## config.mk

```make
export PLATFORM = sky130hd
export DESIGN_NAME = moving_average_filter_core
export DESIGN_NICKNAME = d
export VERILOG_FILES = /design/src/design/mavg_pkg.sv /design/src/design/mavg_ctrl.sv /design/src/design/mavg_datapath.sv /design/src/design/moving_average_filter_core.sv
export SDC_FILE = /design/constraint.sdc
export NUM_CORES = 2
export LEC_CHECK = 0
export CORE_MARGIN = 3
export CORE_UTILIZATION = 45
export CTS_CLUSTER_SIZE = 40
export DETAILED_ROUTE_END_ITERATION = 6
export DONT_BUFFER_PORTS = 1
export GPL_ROUTABILITY_DRIVEN = 0
export PLACE_DENSITY = 0.7
export SYNTH_ARGS = -nofsm -noshare
export SYNTH_HDL_FRONTEND = slang
export SYNTH_SLANG_ARGS = --single-unit
```

## constraint.sdc

```tcl
create_clock -name i_clk -period 5.7 [get_ports i_clk]
set_clock_uncertainty 0.1 [all_clocks]
set_input_delay 0 -clock i_clk [delete_from_list [all_inputs] [get_ports i_clk]]
set_output_delay 0 -clock i_clk [all_outputs]
set_load 0.02 [all_outputs]
```

## src/design/mavg_pkg.sv

```systemverilog
`timescale 1ns / 1ps

package mavg_pkg;

    localparam int MAX_WINDOW     = 64;
    localparam int SAMPLE_W       = 16;
    localparam int WIN_W          = 7;
    localparam int PTR_W          = $clog2(MAX_WINDOW);
    localparam int SUM_W          = 23;
    localparam int DIV_STEPS      = SUM_W;
    localparam int CNT_W          = $clog2(DIV_STEPS + 1);
    localparam int RESET_WINDOW   = 4;

    typedef enum logic [1:0] {
        ST_IDLE,
        ST_UPDATE,
        ST_DIVIDE,
        ST_DONE
    } t_state;

    typedef struct packed {
        logic accept;
        logic cfg_write;
        logic update;
        logic div_step;
        logic load_out;
    } t_ctrl_cmd;

    typedef struct packed {
        logic produce;
        logic div_last;
        logic out_free;
    } t_ctrl_sts;

    function automatic logic [WIN_W-1:0] eff_window(input logic [WIN_W-1:0] value);
        logic [WIN_W-1:0] result;
        result = value;
        if (value == '0) begin
            result = WIN_W'(1);
        end else if (value > WIN_W'(MAX_WINDOW)) begin
            result = WIN_W'(MAX_WINDOW);
        end
        return result;
    endfunction

endpackage

```

## src/design/mavg_ctrl.sv

```systemverilog
`timescale 1ns / 1ps

module mavg_ctrl (
    input  logic                i_clk,
    input  logic                i_rst_n,
    input  logic                i_s_axis_tvalid,
    output logic                o_s_axis_tready,
    input  logic                i_cfg_valid,
    output logic                o_cfg_ready,
    input  mavg_pkg::t_ctrl_sts i_sts,
    output mavg_pkg::t_ctrl_cmd o_cmd
);

    mavg_pkg::t_state r_state;
    mavg_pkg::t_state n_state;

    always_ff @(posedge i_clk) begin
        if (!i_rst_n) begin
            r_state <= mavg_pkg::ST_IDLE;
        end else begin
            r_state <= n_state;
        end
    end

    always_comb begin
        n_state         = r_state;
        o_cmd           = '0;
        o_s_axis_tready = 1'b0;
        o_cfg_ready     = 1'b0;
        case (r_state)
            mavg_pkg::ST_IDLE: begin
                o_cfg_ready     = 1'b1;
                o_s_axis_tready = !i_cfg_valid;
                o_cmd.cfg_write = i_cfg_valid;
                if (i_s_axis_tvalid && !i_cfg_valid) begin
                    o_cmd.accept = 1'b1;
                    n_state      = mavg_pkg::ST_UPDATE;
                end
            end
            mavg_pkg::ST_UPDATE: begin
                o_cmd.update = 1'b1;
                if (i_sts.produce) begin
                    n_state = mavg_pkg::ST_DIVIDE;
                end else begin
                    n_state = mavg_pkg::ST_IDLE;
                end
            end
            mavg_pkg::ST_DIVIDE: begin
                o_cmd.div_step = 1'b1;
                if (i_sts.div_last) begin
                    n_state = mavg_pkg::ST_DONE;
                end
            end
            mavg_pkg::ST_DONE: begin
                if (i_sts.out_free) begin
                    o_cmd.load_out = 1'b1;
                    n_state        = mavg_pkg::ST_IDLE;
                end
            end
            default: begin
                n_state = mavg_pkg::ST_IDLE;
            end
        endcase
    end

endmodule

```

## src/design/mavg_datapath.sv

```systemverilog
`timescale 1ns / 1ps

module mavg_datapath (
    input  logic                                i_clk,
    input  logic                                i_rst_n,
    input  mavg_pkg::t_ctrl_cmd                 i_cmd,
    output mavg_pkg::t_ctrl_sts                 o_sts,
    input  logic [mavg_pkg::WIN_W-1:0]          i_cfg_data,
    input  logic signed [mavg_pkg::SAMPLE_W-1:0] i_sample,
    input  logic                                i_first,
    input  logic                                i_last,
    output logic                                o_valid,
    input  logic                                i_ready,
    output logic signed [mavg_pkg::SAMPLE_W-1:0] o_average,
    output logic                                o_last
);

    localparam int SW = mavg_pkg::SAMPLE_W;
    localparam int SUMW = mavg_pkg::SUM_W;
    localparam int WW = mavg_pkg::WIN_W;
    localparam int PW = mavg_pkg::PTR_W;
    localparam int CW = mavg_pkg::CNT_W;

    logic [SW-1:0]          r_ring [mavg_pkg::MAX_WINDOW];
    logic [SW-1:0]          r_rd_data;
    logic [SW-1:0]          r_sample;
    logic                   r_last;
    logic [WW-1:0]          r_win;
    logic [WW-1:0]          r_fill;
    logic [PW-1:0]          r_wr_ptr;
    logic signed [SUMW-1:0] r_sum;
    logic [WW-1:0]          r_rem;
    logic [SUMW-1:0]        r_quo;
    logic                   r_neg;
    logic [CW-1:0]          r_cnt;
    logic                   r_m_valid;
    logic [SW-1:0]          r_avg;
    logic                   r_last_out;

    logic [PW-1:0]          rd_addr;
    logic                   full;
    logic [WW:0]            fill_inc;
    logic [WW-1:0]          ptr_inc;
    logic signed [SUMW-1:0] n_sum;
    logic [SUMW-1:0]        sum_mag;
    logic [WW+1:0]          trial;
    logic [SW-1:0]          quo_lo;

    assign rd_addr  = i_first ? '0 : r_wr_ptr;
    assign full     = (r_fill == r_win);
    assign fill_inc = {1'b0, r_fill} + (WW+1)'(1);
    assign ptr_inc  = {1'b0, r_wr_ptr} + WW'(1);
    assign n_sum    = r_sum
                    - (full ? {{(SUMW-SW){r_rd_data[SW-1]}}, r_rd_data} : SUMW'(0))
                    + {{(SUMW-SW){r_sample[SW-1]}}, r_sample};
    assign sum_mag  = n_sum[SUMW-1] ? SUMW'(-n_sum) : SUMW'(n_sum);
    assign trial    = {1'b0, r_rem, r_quo[SUMW-1]} - {2'b00, r_win};
    assign quo_lo   = r_quo[SW-1:0];

    assign o_sts.produce  = full || (fill_inc >= {1'b0, r_win});
    assign o_sts.div_last = (r_cnt == CW'(1));
    assign o_sts.out_free = !r_m_valid || i_ready;

    always_ff @(posedge i_clk) begin
        if (i_cmd.accept) begin
            r_rd_data <= r_ring[rd_addr];
            r_sample  <= i_sample;
            r_last    <= i_last;
        end
        if (i_cmd.update) begin
            r_ring[r_wr_ptr] <= r_sample;
        end
    end

    always_ff @(posedge i_clk) begin
        if (!i_rst_n) begin
            r_win    <= WW'(mavg_pkg::RESET_WINDOW);
            r_fill   <= '0;
            r_wr_ptr <= '0;
            r_sum    <= '0;
            r_cnt    <= '0;
        end else begin
            if (i_cmd.cfg_write) begin
                r_win    <= mavg_pkg::eff_window(i_cfg_data);
                r_fill   <= '0;
                r_wr_ptr <= '0;
                r_sum    <= '0;
            end else if (i_cmd.accept && i_first) begin
                r_fill   <= '0;
                r_wr_ptr <= '0;
                r_sum    <= '0;
            end else if (i_cmd.update) begin
                r_sum    <= n_sum;
                r_wr_ptr <= (ptr_inc >= r_win) ? '0 : ptr_inc[PW-1:0];
                if (!full) begin
                    r_fill <= fill_inc[WW-1:0];
                end
            end
            if (i_cmd.update && o_sts.produce) begin
                r_cnt <= CW'(mavg_pkg::DIV_STEPS);
            end else if (i_cmd.div_step) begin
                r_cnt <= r_cnt - CW'(1);
            end
        end
    end

    always_ff @(posedge i_clk) begin
        if (i_cmd.update) begin
            r_neg <= n_sum[SUMW-1];
            r_quo <= sum_mag;
            r_rem <= '0;
        end else if (i_cmd.div_step) begin
            if (!trial[WW+1]) begin
                r_rem <= trial[WW-1:0];
                r_quo <= {r_quo[SUMW-2:0], 1'b1};
            end else begin
                r_rem <= {r_rem[WW-2:0], r_quo[SUMW-1]};
                r_quo <= {r_quo[SUMW-2:0], 1'b0};
            end
        end
    end

    always_ff @(posedge i_clk) begin
        if (!i_rst_n) begin
            r_m_valid <= 1'b0;
        end else if (i_cmd.load_out) begin
            r_m_valid <= 1'b1;
        end else if (i_ready) begin
            r_m_valid <= 1'b0;
        end
    end

    always_ff @(posedge i_clk) begin
        if (i_cmd.load_out) begin
            r_avg      <= r_neg ? SW'(-quo_lo) : quo_lo;
            r_last_out <= r_last;
        end
    end

    assign o_valid   = r_m_valid;
    assign o_average = r_avg;
    assign o_last    = r_last_out;

    a_fill_bound: assert property (@(posedge i_clk) disable iff (!i_rst_n)
        r_fill <= r_win)
        else $error("Fill count exceeds the window.");

    a_ptr_bound: assert property (@(posedge i_clk) disable iff (!i_rst_n)
        {1'b0, r_wr_ptr} < r_win)
        else $error("Write pointer is outside the window.");

    a_win_range: assert property (@(posedge i_clk) disable iff (!i_rst_n)
        (r_win != '0) && (r_win <= WW'(mavg_pkg::MAX_WINDOW)))
        else $error("Effective window is out of range.");

    a_load_free: assert property (@(posedge i_clk) disable iff (!i_rst_n)
        i_cmd.load_out |-> o_sts.out_free)
        else $error("Result loaded over an item not yet taken.");

    a_div_len: assert property (@(posedge i_clk) disable iff (!i_rst_n)
        i_cmd.div_step |-> (r_cnt != '0))
        else $error("Divider stepped past its last quotient bit.");

endmodule

```

## src/design/moving_average_filter_core.sv

```systemverilog
`timescale 1ns / 1ps

// Boxcar moving average over signed Q8.8 samples, one item at a time. An accepted
// item first reads the oldest ring entry, then updates the running sum. When it
// yields a result, the restoring divider follows, producing one quotient bit per
// cycle, and then the output register is loaded once it is free. The output
// register lets the next item be accepted while a result waits downstream. A
// configuration write clears the window.
module moving_average_filter_core (
    input  logic        i_clk,
    input  logic        i_rst_n,
    input  logic        i_s_axis_tvalid,
    output logic        o_s_axis_tready,
    input  logic [15:0] i_s_axis_tdata,  // sample
    input  logic        i_s_axis_tuser,  // first_sample
    input  logic        i_s_axis_tlast,
    output logic        o_m_axis_tvalid,
    input  logic        i_m_axis_tready,
    output logic [15:0] o_m_axis_tdata,  // average
    output logic        o_m_axis_tlast,
    input  logic        i_cfg_valid,
    output logic        o_cfg_ready,
    input  logic [6:0]  i_cfg_data
);

    mavg_pkg::t_ctrl_cmd cmd;
    mavg_pkg::t_ctrl_sts sts;
    logic signed [mavg_pkg::SAMPLE_W-1:0] average;

    mavg_ctrl u_ctrl (
        .i_clk           (i_clk),
        .i_rst_n         (i_rst_n),
        .i_s_axis_tvalid (i_s_axis_tvalid),
        .o_s_axis_tready (o_s_axis_tready),
        .i_cfg_valid     (i_cfg_valid),
        .o_cfg_ready     (o_cfg_ready),
        .i_sts           (sts),
        .o_cmd           (cmd)
    );

    mavg_datapath u_datapath (
        .i_clk      (i_clk),
        .i_rst_n    (i_rst_n),
        .i_cmd      (cmd),
        .o_sts      (sts),
        .i_cfg_data (i_cfg_data),
        .i_sample   (i_s_axis_tdata),
        .i_first    (i_s_axis_tuser),
        .i_last     (i_s_axis_tlast),
        .o_valid    (o_m_axis_tvalid),
        .i_ready    (i_m_axis_tready),
        .o_average  (average),
        .o_last     (o_m_axis_tlast)
    );

    assign o_m_axis_tdata = average;

endmodule

```

## Yosys cells after proc, flatten, opt, wreduce, memory -nomap -nowiden

Memories as Yosys holds them, arrays and structs flattened. A register that Yosys moved wholly into a read port is not among the register bits.
Cells that the tools add are included.

| operators by class | value |
|---|---|
| add/sub/neg operators | 8 |
| $lt $le $gt $ge | 3 |
| eq/ne operators | 8 |
| muxes and demuxes | 30 |
| bitwise logic cells | 2 |
| reductions and logical operators | 16 |

Operators with widths:

| cell | number |
|---|---|
| 23-bit 2-to-1 mux | 4 |
| 23-bit adder | 1 |
| 23-bit negator | 1 |
| 23-bit subtractor | 1 |
| 7-bit 2-to-1 mux | 3 |
| 16-bit 2-to-1 mux | 1 |
| 16-bit negator | 1 |
| 1-bit 2-to-1 mux | 12 |
| 6-bit 2-to-1 mux | 2 |
| 2-bit 2-to-1 mux | 5 |
| 5-bit 2-to-1 mux | 2 |
| 8-bit by 7-bit subtractor with 9-bit output | 1 |
| 7-bit by 1-bit adder with 8-bit output (second input constant) | 1 |
| 8-bit by 7-bit >= comparator with 1-bit output | 1 |
| 2-bit one-hot mux with 4 select lines | 1 |
| 6-bit by 1-bit adder with 7-bit output (second input constant) | 1 |
| 7-bit equality test | 1 |
| 7-bit >= comparator | 1 |
| 7-bit > comparator (second input constant) | 1 |
| 7-bit logical NOT | 1 |
| 2-bit nonzero test | 3 |
| 5-bit by 1-bit equality test with 1-bit output (second input constant) | 1 |
| 5-bit by 1-bit subtractor with 5-bit output (second input constant) | 1 |
| 2-bit equality test (second input constant) | 2 |
| 12 further kinds | 18 |

| storage, ports and cells | value |
|---|---|
| bits in registers | 116 |
| bits in writable memories | 1024 |
| input bits | 30 |
| output and inout bits | 20 |
| word-level logic and storage cells | 83 |
| memories kept | 1 |

Memory list:

| name | depth | width | rd ports | clocked after memory_dff | write ports | line | RTL |
|---|---|---|---|---|---|---|---|
| u_datapath.r_ring | 64 | 16 | 1 | 1 | 1 | mavg_datapath.sv:24 | `logic [SW-1:0] r_ring [mavg_pkg::MAX_WINDOW];` |

## Longest topological paths before layout

| depth | value |
|---|---|
| depth in word-level cells | 7 |
| mapped depth | 20 |

## By module

A second synthesis with hierarchy kept.

| second synthesis, totals | value |
|---|---|
| cell total of the unflattened synthesis | 2971 |
| area, all modules | 47762.1 um^2 |

By module, submodules not included:

| module | instances | cells each | area each (um^2) | sequential area each (um^2) |
|---|---|---|---|---|
| mavg_datapath | 1 | 2955 | 47619.4 | 34092.7 |
| mavg_ctrl | 1 | 16 | 142.6 | 40.0 |

## Worst setup path after synthesis

No wires, ideal clock.

| timing path | value |
|---|---|
| kind | register to register |
| start | register u_datapath.r_fill[0] |
| end | register u_datapath.r_quo[20] (data pin) |
| arrival time | 4.792 ns |
| required time | 5.340 ns |
| setup slack | 0.548 ns |
| cell stages (with the launch flop) | 19 |
| buffers on the path | 1 |
| period minus slack after synthesis | 5.152 ns |
| path through | dfxtp_1 ha_1 or4_1 nor4_4 clkbuf_1 and2_1 ha_1 inv_1 ha_1 fa_1 a21o_1 a221o_1 a31o_4 a21o_1 xor2_2 nor4_4 a41oi_1 xor2_1 mux2_4 |

| on the way | value |
|---|---|
| cells in the longest elaborated chain, start to end | 7 |

Ends and longest elaborated chain:

| what | line | RTL |
|---|---|---|
| from (decl) | mavg_datapath.sv:29 | `logic [WW-1:0] r_fill;` |
| from (signal assigned) | mavg_datapath.sv:96 | `r_fill <= fill_inc[WW-1:0];` |
| 7-bit equality test * | mavg_datapath.sv:50 | `assign full = (r_fill == r_win);` |
| 23-bit 2-to-1 mux * | mavg_datapath.sv:54 | `- (full ? {{(SUMW-SW){r_rd_data[SW-1]}}, r_rd_data} : SUMW'(0))` |
| 23-bit subtractor * | mavg_datapath.sv:54 |  |
| 23-bit adder * | mavg_datapath.sv:55 | `+ {{(SUMW-SW){r_sample[SW-1]}}, r_sample};` |
| 23-bit negator | mavg_datapath.sv:56 | `assign sum_mag = n_sum[SUMW-1] ? SUMW'(-n_sum) : SUMW'(n_sum);` |
| 23-bit 2-to-1 mux * | mavg_datapath.sv:56 |  |
| 23-bit 2-to-1 mux * | mavg_datapath.sv:108 | `if (i_cmd.update) begin` |
| to (signal assigned) | mavg_datapath.sv:110 | `r_quo <= sum_mag;` |
| to (signal assigned) | mavg_datapath.sv:115 | `r_quo <= {r_quo[SUMW-2:0], 1'b1};` |
| to (signal assigned) | mavg_datapath.sv:118 | `r_quo <= {r_quo[SUMW-2:0], 1'b0};` |
| to (decl) | mavg_datapath.sv:33 | `logic [SUMW-1:0] r_quo;` |

Mark *: on every way between the ends. The rest lies on a longest branch, timed or not.
A chain may end at the register's enable or synchronous reset.

## Worst setup path in the final report

| timing path | value |
|---|---|
| start | register u_datapath.r_win[0] |
| end | register u_datapath.r_quo[20] (data pin) |

| on the way | value |
|---|---|
| cells in the longest elaborated chain, start to end | 7 |

Ends and longest elaborated chain:

| what | line | RTL |
|---|---|---|
| from (decl) | mavg_datapath.sv:28 | `logic [WW-1:0] r_win;` |
| from (signal assigned) | mavg_datapath.sv:77 | `r_win <= WW'(mavg_pkg::RESET_WINDOW);` |
| from (signal assigned) | mavg_datapath.sv:84 | `r_win <= mavg_pkg::eff_window(i_cfg_data);` |
| 7-bit equality test * | mavg_datapath.sv:50 |  |
| 23-bit 2-to-1 mux * | mavg_datapath.sv:54 |  |
| 23-bit subtractor * | mavg_datapath.sv:54 |  |
| 23-bit adder * | mavg_datapath.sv:55 |  |
| 23-bit negator | mavg_datapath.sv:56 |  |
| 23-bit 2-to-1 mux * | mavg_datapath.sv:56 |  |
| 23-bit 2-to-1 mux * | mavg_datapath.sv:108 |  |

Marks and branches as above.

==> results.sh <==
export IMPL_antenna_found_initial=2
export IMPL_rr_worst_depth=17
export IMPL_required_ns=6.02
export IMPL_postSynthCellCount=2978
export IMPL_synthTopCellsByArea="edfxtp_1, mux4_2, mux2i_1"
export IMPL_maxSlewHeadroom=0.181
export IMPL_endpoint_kind="register"
export IMPL_synth_simple_gate_area_share=0.0534
export IMPL_vias_per_cell=5.91
export IMPL_final_nets=3180
export IMPL_synth_xor_area_share=0.0144
export IMPL_ys_seq_area_frac=0.714
export IMPL_final_cell_mix="edfxtp_1, nand2_1, a211oi_1"
export IMPL_die_w_um=332
export IMPL_syn_to_final_growth_pct=12.9
export IMPL_clk_pin_slew_ns=0.06
export IMPL_die_h_um=332
export IMPL_cp_max_fo=19
export IMPL_ant_nets=0
export IMPL_max_stage_delay_ns=0.58
export IMPL_fin_crit_ns=5.39
export IMPL_timing_setup_tns_ns=0
export IMPL_synth_seq_cells=1156
export IMPL_pwr_share_clk=0.382
export IMPL_cp_slowest_cell="or4_1"
export IMPL_rr_endpoint="u_datapath.r_quo[20]"
export IMPL_grt_overflow_total=0
export IMPL_grt_busiest_layer="met2"
export IMPL_tightest_slew_ns=1.23
export IMPL_cp_top_family="compound AO/OA/AOI/OAI gates"
export IMPL_post_cts_buffers=0
export IMPL_cts_sinks=1156
export IMPL_grt_max_degree=142
export IMPL_sw_frac_of_total=0.235
export IMPL_crit_buf_inv=2
export IMPL_critPathLaunch="u_datapath.r_win[0]"
export IMPL_vdd_ir_drop_max_mv=0.236
export IMPL_netlist_area_um2=47800
export IMPL_critPathKind="reg2reg"
export IMPL_period_share=0.945
export IMPL_combPwrFrac=0.109
export IMPL_wl_per_cell_um=24.8
export IMPL_cts_root_buf="clkbuf_16"
export IMPL_top_level_ports=50
export IMPL_synthAdderAreaFrac=0.0238
export IMPL_num_vias=26900
export IMPL_routed_wl_um=113000
export IMPL_arrival_ns=5.71
export IMPL_syn_num_nets=3085
export IMPL_rsz0062_at_grt="no"
export IMPL_r2r_slack_ns=0.31
export IMPL_synth_edff_count=1098
export IMPL_synth_top_cell_area_share=0.690
export IMPL_finalSetupViolCount=0
export IMPL_power_frac_seq=0.509
export IMPL_ys_flop_type="edfxtp_1"
export IMPL_dpl_cell_area_um2=49900
export IMPL_max_cap_violations=0
export IMPL_power_leakage_uw=0.0172
export IMPL_drc=0
export IMPL_insertion_delay_ns=0.69
export IMPL_slew_violations=0
export IMPL_muxShareOfSynthArea=0.0931
export IMPL_p_sw_uw=4380
export IMPL_status="complete, no violations"
export IMPL_startpoint_type="register"
export IMPL_hold_viol=0
export IMPL_met2_usage=0.319
export IMPL_synthArstFlopShare=0
export IMPL_numCtsBuffers=109
export IMPL_row_count=118
export IMPL_synth_avg_cell_area_um2=16.1
export IMPL_htreeDepth=3
export IMPL_synth_compound_area_frac=0.0783
export IMPL_ys_warn_count=0
export IMPL_r2r_start="u_datapath.r_win[0]"
export IMPL_grt_use_met3=0.0421
export IMPL_fmax_mhz=186
export IMPL_synth_distinct_cells=76
export IMPL_fp_dieArea_um2=110000
export IMPL_cts_tree="built"
export IMPL_io_buffers=0
export IMPL_hold_class="in2reg"
export IMPL_start_util=0.457
export IMPL_yosys_area_top_type="edfxtp_1"
export IMPL_cpMostUsedCell="ha_1"
export IMPL_drtIter0Drc=2929
export IMPL_final_common_cell="edfxtp_1"
export IMPL_fin_area_um2=54000
export IMPL_p_int_uw=14300
export IMPL_synth_top_family_by_area="multiplexers"
export IMPL_worst_path_stages=17
export IMPL_critPathCapture="u_datapath.r_quo[20]"
export IMPL_power_density_nw_per_um2=346
export IMPL_drtPass1Iterations=6
export IMPL_n_fill_cell=8270
export IMPL_path_cells="ha_1 -> or4_1 -> nor4_4 -> buf_4 -> and2_1 -> fa_1 -> inv_1 -> ha_1 -> a21o_1 -> a221o_1 -> a311o_1 -> a21oi_2 -> and4bb_1 -> and3_1 -> a41oi_1 -> xor2_1 -> mux2_4"
export IMPL_grt_pass1_wl_um=170000
export IMPL_hpwlAfterDp_um=63900
export IMPL_clock_path_buffers=3
export IMPL_drive_above_1_share=0.136
export IMPL_grt_use_total=0.202
export IMPL_core_um2=105000
export IMPL_use_met1=0.278
export IMPL_grt_pass1_vias=26500
-- power by group through the flow --
stage | sequential, uW | clock (uW) | combinational [uW]
finish | 9500 | 7120 | 2040
global route | 9500 | 7560 | 2250
CTS | 9500 | 7210 | 2020
detailed placement | 9680 | 0 | 1980
global placement | 9680 | 0 | 1960
floorplan | 9690 | 0 | 1430
-- flip-flops by register name (all words and copies together) (netlist names), 5 cells and up, named ones only --
name / count
u_datapath.r_ring: 1024
u_datapath.r_quo: 23
u_datapath.r_sum: 23
u_datapath.o_average: 16
u_datapath.r_rd_data: 16
u_datapath.r_sample: 16
u_datapath.r_fill: 7
u_datapath.r_rem: 7
u_datapath.r_win: 7
u_datapath.r_wr_ptr: 6
u_datapath.r_cnt: 5
-- area by class of cell --
type                       instances  area [um^2]  area share
timing repair buffer             166         1500      0.0278
clock buffer                     134         2860      0.0530
clock inverter                    65          646      0.0120
tap                             1380         1730      0.0320
multi-input combinational       1533        12700       0.235
inverter                         107          402     0.00744
antenna                            1         2.50   0.0000464
sequential                      1156        34100       0.633
-- logic make-up (layout without fill, tap and decap cells) --
kind of cell,after synthesis,after routing
flip-flops,1156,1156
AO/OA/AOI/OAI,555,555
AND/OR/NAND/NOR,545,545
buffers and inverters,289,472
multiplexers,281,281
adder cells (fa/ha/maj),77,77
XOR/XNOR,75,75
other,0,1
-- per-layer routing --
metal | vias to the layer above | wire [um]
li1 | 11900 | -
met1 | 13500 | 46000
met2 | 1228 | 52700
met3 | 206 | 9840
met4 | 0 | 4110
met5 | - | 0
-- metrics by stage --
stage	worst slack, ns	std cells	total power [uW]	hold slack, ns	util
finish	0.311	4542	18700	0.0718	0.516
global route	0.0249	4542	19300	0.0694	0.516
CTS	0.237	4541	18700	0.0221	0.516
detailed placement	0.241	4286	11700	-0.0106	0.477
global placement	0.349	4286	11600	-0.00989	0.477
floorplan	0.548	2978	11100	-0.0174	-
-- worst min-delay path by stage --
stage | from | endpoint | depth (start not counted)
CTS | i_cfg_data[2] | u_datapath.r_win[2] | 3
floorplan | i_cfg_valid | o_s_axis_tready | 1
global placement | i_cfg_valid | o_s_axis_tready | 1
global route | i_cfg_data[2] | u_datapath.r_win[2] | 3
finish | i_cfg_data[2] | u_datapath.r_win[2] | 3
detailed placement | i_cfg_valid | o_s_axis_tready | 1
-- synthesized netlist by cell type (13+ instances only) --
library cell	n
xor2_1	24
o22ai_1	131
buf_1	28
and2_1	20
nand2b_1	18
nor3_1	80
nand2_1	181
inv_1	106
xnor2_1	47
a311oi_1	32
mux4_2	130
a31oi_1	38
nor2_1	146
a21oi_1	94
fa_1	23
nand3_1	21
buf_2	13
dfxtp_1	58
nor2b_1	14
a211oi_1	154
edfxtp_1	1098
o21ai_0	31
ha_1	54
clkbuf_1	139
a21o_1	17
mux2i_1	146
-- timing repair --
item | in CTS | in global routing
endpoints found under the hold margin | 119 | 0
resized for setup | 0 | 2
hold buffers | 56 | 0
setup endpoints to repair | 0 | 3
-- worst reg2reg max path, stage by stage (launching register included) --
cell	delay [ns]
dfxtp_1	0.41
ha_1	0.27
or4_1	0.58
nor4_4	0.14
buf_4	0.25
and2_1	0.18
fa_1	0.40
inv_1	0.06
ha_1	0.29
a21o_1	0.24
a221o_1	0.44
a311o_1	0.40
a21oi_2	0.23
and4bb_1	0.26
and3_1	0.31
a41oi_1	0.17
xor2_1	0.17
mux2_4	0.26
Power figures use the tool's default switching activity.
